File: src/hdl/prfq_pkg.sv
// ----------------------------------------------------------------------------
// prfq_pkg: shared types and constants of the priority frame send queue.
// Holds the slot descriptor, the per-cell control word and the command codes.
// ----------------------------------------------------------------------------
package prfq_pkg;

  localparam int unsigned StoreDepthDefault  = 32;
  localparam int unsigned HeaderBytesDefault = 2;
  localparam int unsigned MaxResults         = 32;

  localparam logic [20:0] PacketLimitReset = 21'(1 * 1024 * 1024);

  localparam logic [2:0] FuncStage  = 3'd0;
  localparam logic [2:0] FuncCommit = 3'd1;
  localparam logic [2:0] FuncSend   = 3'd2;
  localparam logic [2:0] FuncAck    = 3'd3;
  localparam logic [2:0] FuncClear  = 3'd4;

  typedef struct packed {
    logic [15:0] tag;
    logic [7:0]  prio;
    logic [19:0] len;
    logic [15:0] pkt;
    logic        flag;
  } slot_t;

  typedef struct packed {
    logic shift;
    logic ins;
    logic wr;
    logic clr;
  } cell_ctrl_t;

endpackage

File: src/hdl/prfq_cell.sv
// ----------------------------------------------------------------------------
// prfq_cell: one slot of the descriptor row.
// Loads a staged frame, clears its packet id, or takes its neighbor's slot
// (or the reworked head slot) when the row rotates.
// ----------------------------------------------------------------------------
module prfq_cell (
  input  logic                 clk_i,
  input  prfq_pkg::cell_ctrl_t ctrl_i,
  input  prfq_pkg::slot_t      nbr_i,
  input  prfq_pkg::slot_t      head_i,
  input  prfq_pkg::slot_t      wdata_i,
  output prfq_pkg::slot_t      slot_o
);
  import prfq_pkg::*;

  slot_t slot_d, slot_q;

  always_comb begin
    slot_d = slot_q;
    if (ctrl_i.wr) begin
      slot_d = wdata_i;
    end else if (ctrl_i.clr) begin
      slot_d.pkt = '0;
    end else if (ctrl_i.shift) begin
      slot_d = ctrl_i.ins ? head_i : nbr_i;
    end
  end

  always_ff @(posedge clk_i) begin
    slot_q <= slot_d;
  end

  assign slot_o = slot_q;

endmodule

File: config.mk
export PLATFORM = sky130hd
export DESIGN_NAME = prfq_cell
export DESIGN_NICKNAME = d
export VERILOG_FILES = /design/src/hdl/prfq_pkg.sv /design/src/hdl/prfq_cell.sv
export SDC_FILE = /design/constraint.sdc
export NUM_CORES = 1
export LEC_CHECK = 0
export ABC_CLOCK_PERIOD_IN_PS = 2100
export BUFFER_PORTS_ARGS = -buffer_cell sky130_fd_sc_hd__buf_2
export CORE_MARGIN = 3
export CORE_UTILIZATION = 36
export DETAILED_ROUTE_END_ITERATION = 8
export GPL_TIMING_DRIVEN = 0
export PLACE_DENSITY = 0.87
export RECOVER_POWER = 50
export SLEW_MARGIN = 20
export SYNTH_ARGS = -nofsm -noshare
export SYNTH_HDL_FRONTEND = slang
export SYNTH_SLANG_ARGS = --single-unit
File: constraint.sdc
create_clock -name clk_i -period 2.1 [get_ports clk_i]
set_input_delay 0.21 -clock clk_i [delete_from_list [all_inputs] [get_ports clk_i]]
set_output_delay 0.21 -clock clk_i [all_outputs]
set_load 0.005 [all_outputs]
# Word-level counts from Yosys, hierarchy flattened
# Cells that the tools add are included.
classes:
  addsub: 0
  n_mul: 0
  n_div: 0
  n_lt_le_gt_ge: 0
  n_eq_ne: 1
  n_shift: 0
  mux: 6
  bitwise: 0
  n_reduce_logical: 3
ops:
  columns: ["operator", "count"]
  rows:
  - ["$mux 61", 3]
  - ["$mux 44", 1]
  - ["$mux 16", 1]
  - ["$reduce_bool 3->1", 1]
  - ["$ne 2x1->1 const B", 1]
  - ["$reduce_and 2->1", 1]
  - ["$reduce_bool 2->1", 1]
  - ["$mux 1", 1]
totals:
  ff_bits: 61
  latchBits: 0
  mem_bits_rw: 0
  mem_bits_ro: 0
  inputBits: 188
  n_memories: 0

# Depth between registers and ports, before layout
depth:
  depth_word: 4
  mapped_depth: 5

# Worst setup path after synthesis
# Ideal clock, no wire load.
synth_timing:
  path_type: "input port to flip-flop"
  startpoint: "in ctrl_i[1] in the netlist's numbering"
  endpoint: "reg slot_q (netlist bit slot_o[0]), enable pin"
  setup_time_ps: 401
  t_arrival_ps: 1550
  path_slack_ps: 149
  path_stages: 3
  path_buffers: 2
  cell_sequence: "buf_6 clkbuf_1 a21o_1"
synth_via:
  elab_chain_cells: 2
  word_cells_on_any_way: 3
  classes_between: "eq/ne: 1; reduce/logical: 2"
synth_lines:
  columns: ["item", "line_no", "rtl"]
  rows:
  - ["from (decl)", "prfq_cell.sv:8", "input prfq_pkg::cell_ctrl_t ctrl_i,"]
  - ["$ne 2x1->1 (no line) or $reduce_bool 2->1 (tied branches)", null, null]
  - ["$reduce_and 2->1 (no line) (*)", null, null]
  - ["to (signal assigned)", "prfq_cell.sv:30", "slot_q <= slot_d;"]
  - ["to (decl)", "prfq_cell.sv:16", "slot_t slot_d, slot_q;"]
# Every way passes the cells marked *; elsewhere a longest branch is shown, timed or not.
# A chain may end at the register's enable or synchronous reset.

==> reports/qor_table.md <==
| Item | Value | Unit |
|---|---|---|
| Total power density per cell area | 663 | nW/um2 |
| Initial Util | 37.8 | % |
| Hold path depth | 3 | - |
| Worst slew margin relative to its limit | 51.4 | % |
| Unrepaired setup endpoints after global routing | no | - |
| Multi-input logic area | 1180 | um2 |
| End-of-flow core utilization | 55.5 | % |
| Final antenna diode count | 0 | - |
| Final critical-path share of the clock period | 74.1 | % |
| Overall die area | 9960 | um2 |
| Final max-slew violation count | 0 | - |
| Outcome | finished clean | - |
| Leading area contributor after synthesis | sky130_fd_sc_hd__edfxtp_1 | - |
| Longest Clk Path Bufs | 2 | - |
| Highest clock frequency the design can meet | 0.642 | GHz |
| Worst Tran Pin Value | 729 | ps |
| Clock-pin slew on the worst setup and hold paths | 70 | ps |
| Portion of the post-synthesis area used by sequential elements | 57.8 | % |
| First drt pass iteration count | 4 | - |
| Total grt overflow | 0 | - |
| Cell types with the largest area share after synthesis | sky130_fd_sc_hd__edfxtp_1 58%, sky130_fd_sc_hd__mux2i_1 19%, sky130_fd_sc_hd__o21ai_0 8.1% | - |
| CTS tree | yes | - |
| Clock root cell | sky130_fd_sc_hd__clkbuf_8 | - |
| Adder and majority cell fraction of the synthesized area | 0 | % |
| Top fanout value on the critical path | 10 | - |
| Vias in the first global route | 3224 | - |
| Combinational family with the most area after synthesis | multiplexers | - |
| WP data arrival | 1580 | ps |
| Yosys warning count | 0 | - |
| X dimension of the die | 99.8 | um |
| Number of flip-flops in the largest register | 61 | - |
| Synthesized cell area | 3170 | um2 |
| Number of antenna violations at the first check in global routing | 0 | - |
| Detailed Place HPWL | 8370 | um |
| Core region area | 8380 | um2 |
| CP Data Required Time | 2120 | ps |
| Synthesized area per cell | 11.8 | um2 |
| Wire length of the first global-routing pass | 15000 | um |
| Register Area | 1830 | um2 |
| Initial DRC count | 58 | - |
| Routed length per placed instance | 16.1 | um |
| Number of hold buffers added after cts | 0 | - |
| Leakage power total | 2.28 | nW |
| Path type of the worst min-delay path | in -> reg | - |
| Routed wire length | 10200 | um |
| Crit Path Class | in -> reg | - |
| Layout overhead on the synthesized area | 46.8 | % |
| Weighted congestion at the end of routability-driven global placement | 0.888 | - |
| Share of Yosys cell area claimed by the top area cell type | 57.8 | % |
| Number of fillers in the final layout | 794 | - |
| Post-synthesis instance total | 269 | - |
| Type of element launching the critical path | input port | - |
| Final Hold Fails | 0 | - |
| Max Cap Viol | 0 | - |
| Quantity of gates resized following cts | 0 | - |
| Antenna viol nets, final | 0 | - |
| Number of rows created at floorplan | 33 | - |
| Number of input and output port buffers inserted | 246 | - |
| Finished layout cell area | 4650 | um2 |
| Number of buffers inserted by post-CTS setup repair | 0 | - |
| Synth cell types | 13 | - |
| Post-Synth XOR/XNOR Area | 0 | % |
| Clock Sinks | 61 | - |
| H-Tree Depth | 3 | - |
| Area after detailed placement | 4560 | um2 |
| Fin crit period | 1560 | ps |
| Share of the synthesized area in compound gates (AO/OA/AOI/OAI) | 11.1 | % |
| All-Layer GR Usage | 19.4 | % |
| Critical path capture point type | flop | - |
| Mux cell area share after synthesis | 19.3 | % |
| Via count | 3092 | - |
| Share of layout cells above drive strength 1 | 46.5 | % |
| Floorplan die height | 99.8 | um |
| Num CTS Buffers | 9 | - |
| DR vias/cell | 4.88 | - |
| VDD IR max | 0.283 | mV |
| Setup tns final | 0 | ps |
| Syn Nets | 457 | - |
| Final setup vio count | 0 | - |
| DRC errors left | 0 | - |
| Number of register bits inferred by synthesis | 61 | - |
| Post-synthesis share of cell area spent on and, or, nand and nor gates | 7.62 | % |
| Number of top-level pins | 249 | - |
| Maximum number of pins on one net before global-route repair | 25 | - |
| Net total in the final layout | 715 | - |
## cell usage in the layout, fill, tap and decap left out, types with 2 or more instances in the layout
cell type | netlist | final
sky130_fd_sc_hd__clkbuf_1 | 7 | 38
sky130_fd_sc_hd__clkbuf_8 | 0 | 9
sky130_fd_sc_hd__o21ai_0 | 51 | 57
sky130_fd_sc_hd__clkinv_1 | 0 | 2
sky130_fd_sc_hd__o21ai_2 | 10 | 4
sky130_fd_sc_hd__mux2i_1 | 61 | 61
sky130_fd_sc_hd__buf_2 | 5 | 224
sky130_fd_sc_hd__buf_4 | 6 | 3
sky130_fd_sc_hd__nand2_1 | 61 | 61
sky130_fd_sc_hd__buf_6 | 3 | 2
sky130_fd_sc_hd__edfxtp_1 | 61 | 61
## per-layer routing
layer | GRT usage, % | wire length [um] | vias to the layer above
li1 | - | - | 1494
met1 | 20.7 | 3650 | 1426
met2 | 37.3 | 5590 | 155
met3 | 4.17 | 810 | 17
met4 | 6.51 | 144 | 0
met5 | 0 | 0 | -
## worst paths after layout
kind         from  slack (ps)         end
min   wdata_i[47]         170  slot_o[47]
max     ctrl_i[2]         540  slot_o[60]
## report_power, final
| group | internal (mW) | leakage, nW | switching, mW | total [mW] |
|---|---|---|---|---|
| Sequential | 1.51 | 0.624 | 0.0370 | 1.55 |
| Combinational | 0.304 | 1.57 | 0.300 | 0.604 |
| Clock | 0.518 | 0.0859 | 0.417 | 0.936 |
| Total | 2.33 | 2.28 | 0.754 | 3.08 |
## cells in the mapped netlist
library cell / number
sky130_fd_sc_hd__nand2_1: 61
sky130_fd_sc_hd__or2_1: 1
sky130_fd_sc_hd__edfxtp_1: 61
sky130_fd_sc_hd__a21o_1: 1
sky130_fd_sc_hd__clkbuf_1: 7
sky130_fd_sc_hd__buf_2: 5
sky130_fd_sc_hd__inv_1: 1
sky130_fd_sc_hd__o21ai_2: 10
sky130_fd_sc_hd__buf_4: 6
sky130_fd_sc_hd__buf_6: 3
sky130_fd_sc_hd__or3_1: 1
sky130_fd_sc_hd__o21ai_0: 51
sky130_fd_sc_hd__mux2i_1: 61
## through the flow
| step | std cells | hold slack (ps) | worst slack, ps | power, mW |
|---|---|---|---|---|
| final | 634 | 168 | 543 | 3.08 |
| after global routing | 634 | 156 | 448 | 3.24 |
| after CTS | 634 | 145 | 606 | 3.14 |
| after detailed placement | 621 | 494 | 262 | 2.20 |
| after global placement | 620 | 486 | -359 | 2.17 |
| after floorplan | 269 | 397 | 149 | 1.81 |
## cell families (layout without fill, tap and decap cells)
kind of cell,count (synthesis),count (layout)
AO/OA/AOI/OAI,62,62
AND/OR/NAND/NOR,63,63
multiplexers,61,61
buffers and inverters,22,282
flip-flops,61,61
## worst max-delay path: stages
cell and delay, ps:
sky130_fd_sc_hd__clkbuf_1 340, sky130_fd_sc_hd__clkbuf_1 600, sky130_fd_sc_hd__mux2i_1 280, sky130_fd_sc_hd__o21ai_0 140
## cell type report
type,instances,area share [%]
buffer,21,2.26
clock buffer,9,2.66
clock inverter,4,0.915
inverter,1,0.0807
multi-input combinational,186,25.4
sequential,61,39.4
tap,105,2.82
timing repair buffer,247,26.5
(Power assumes the default switching activity.)
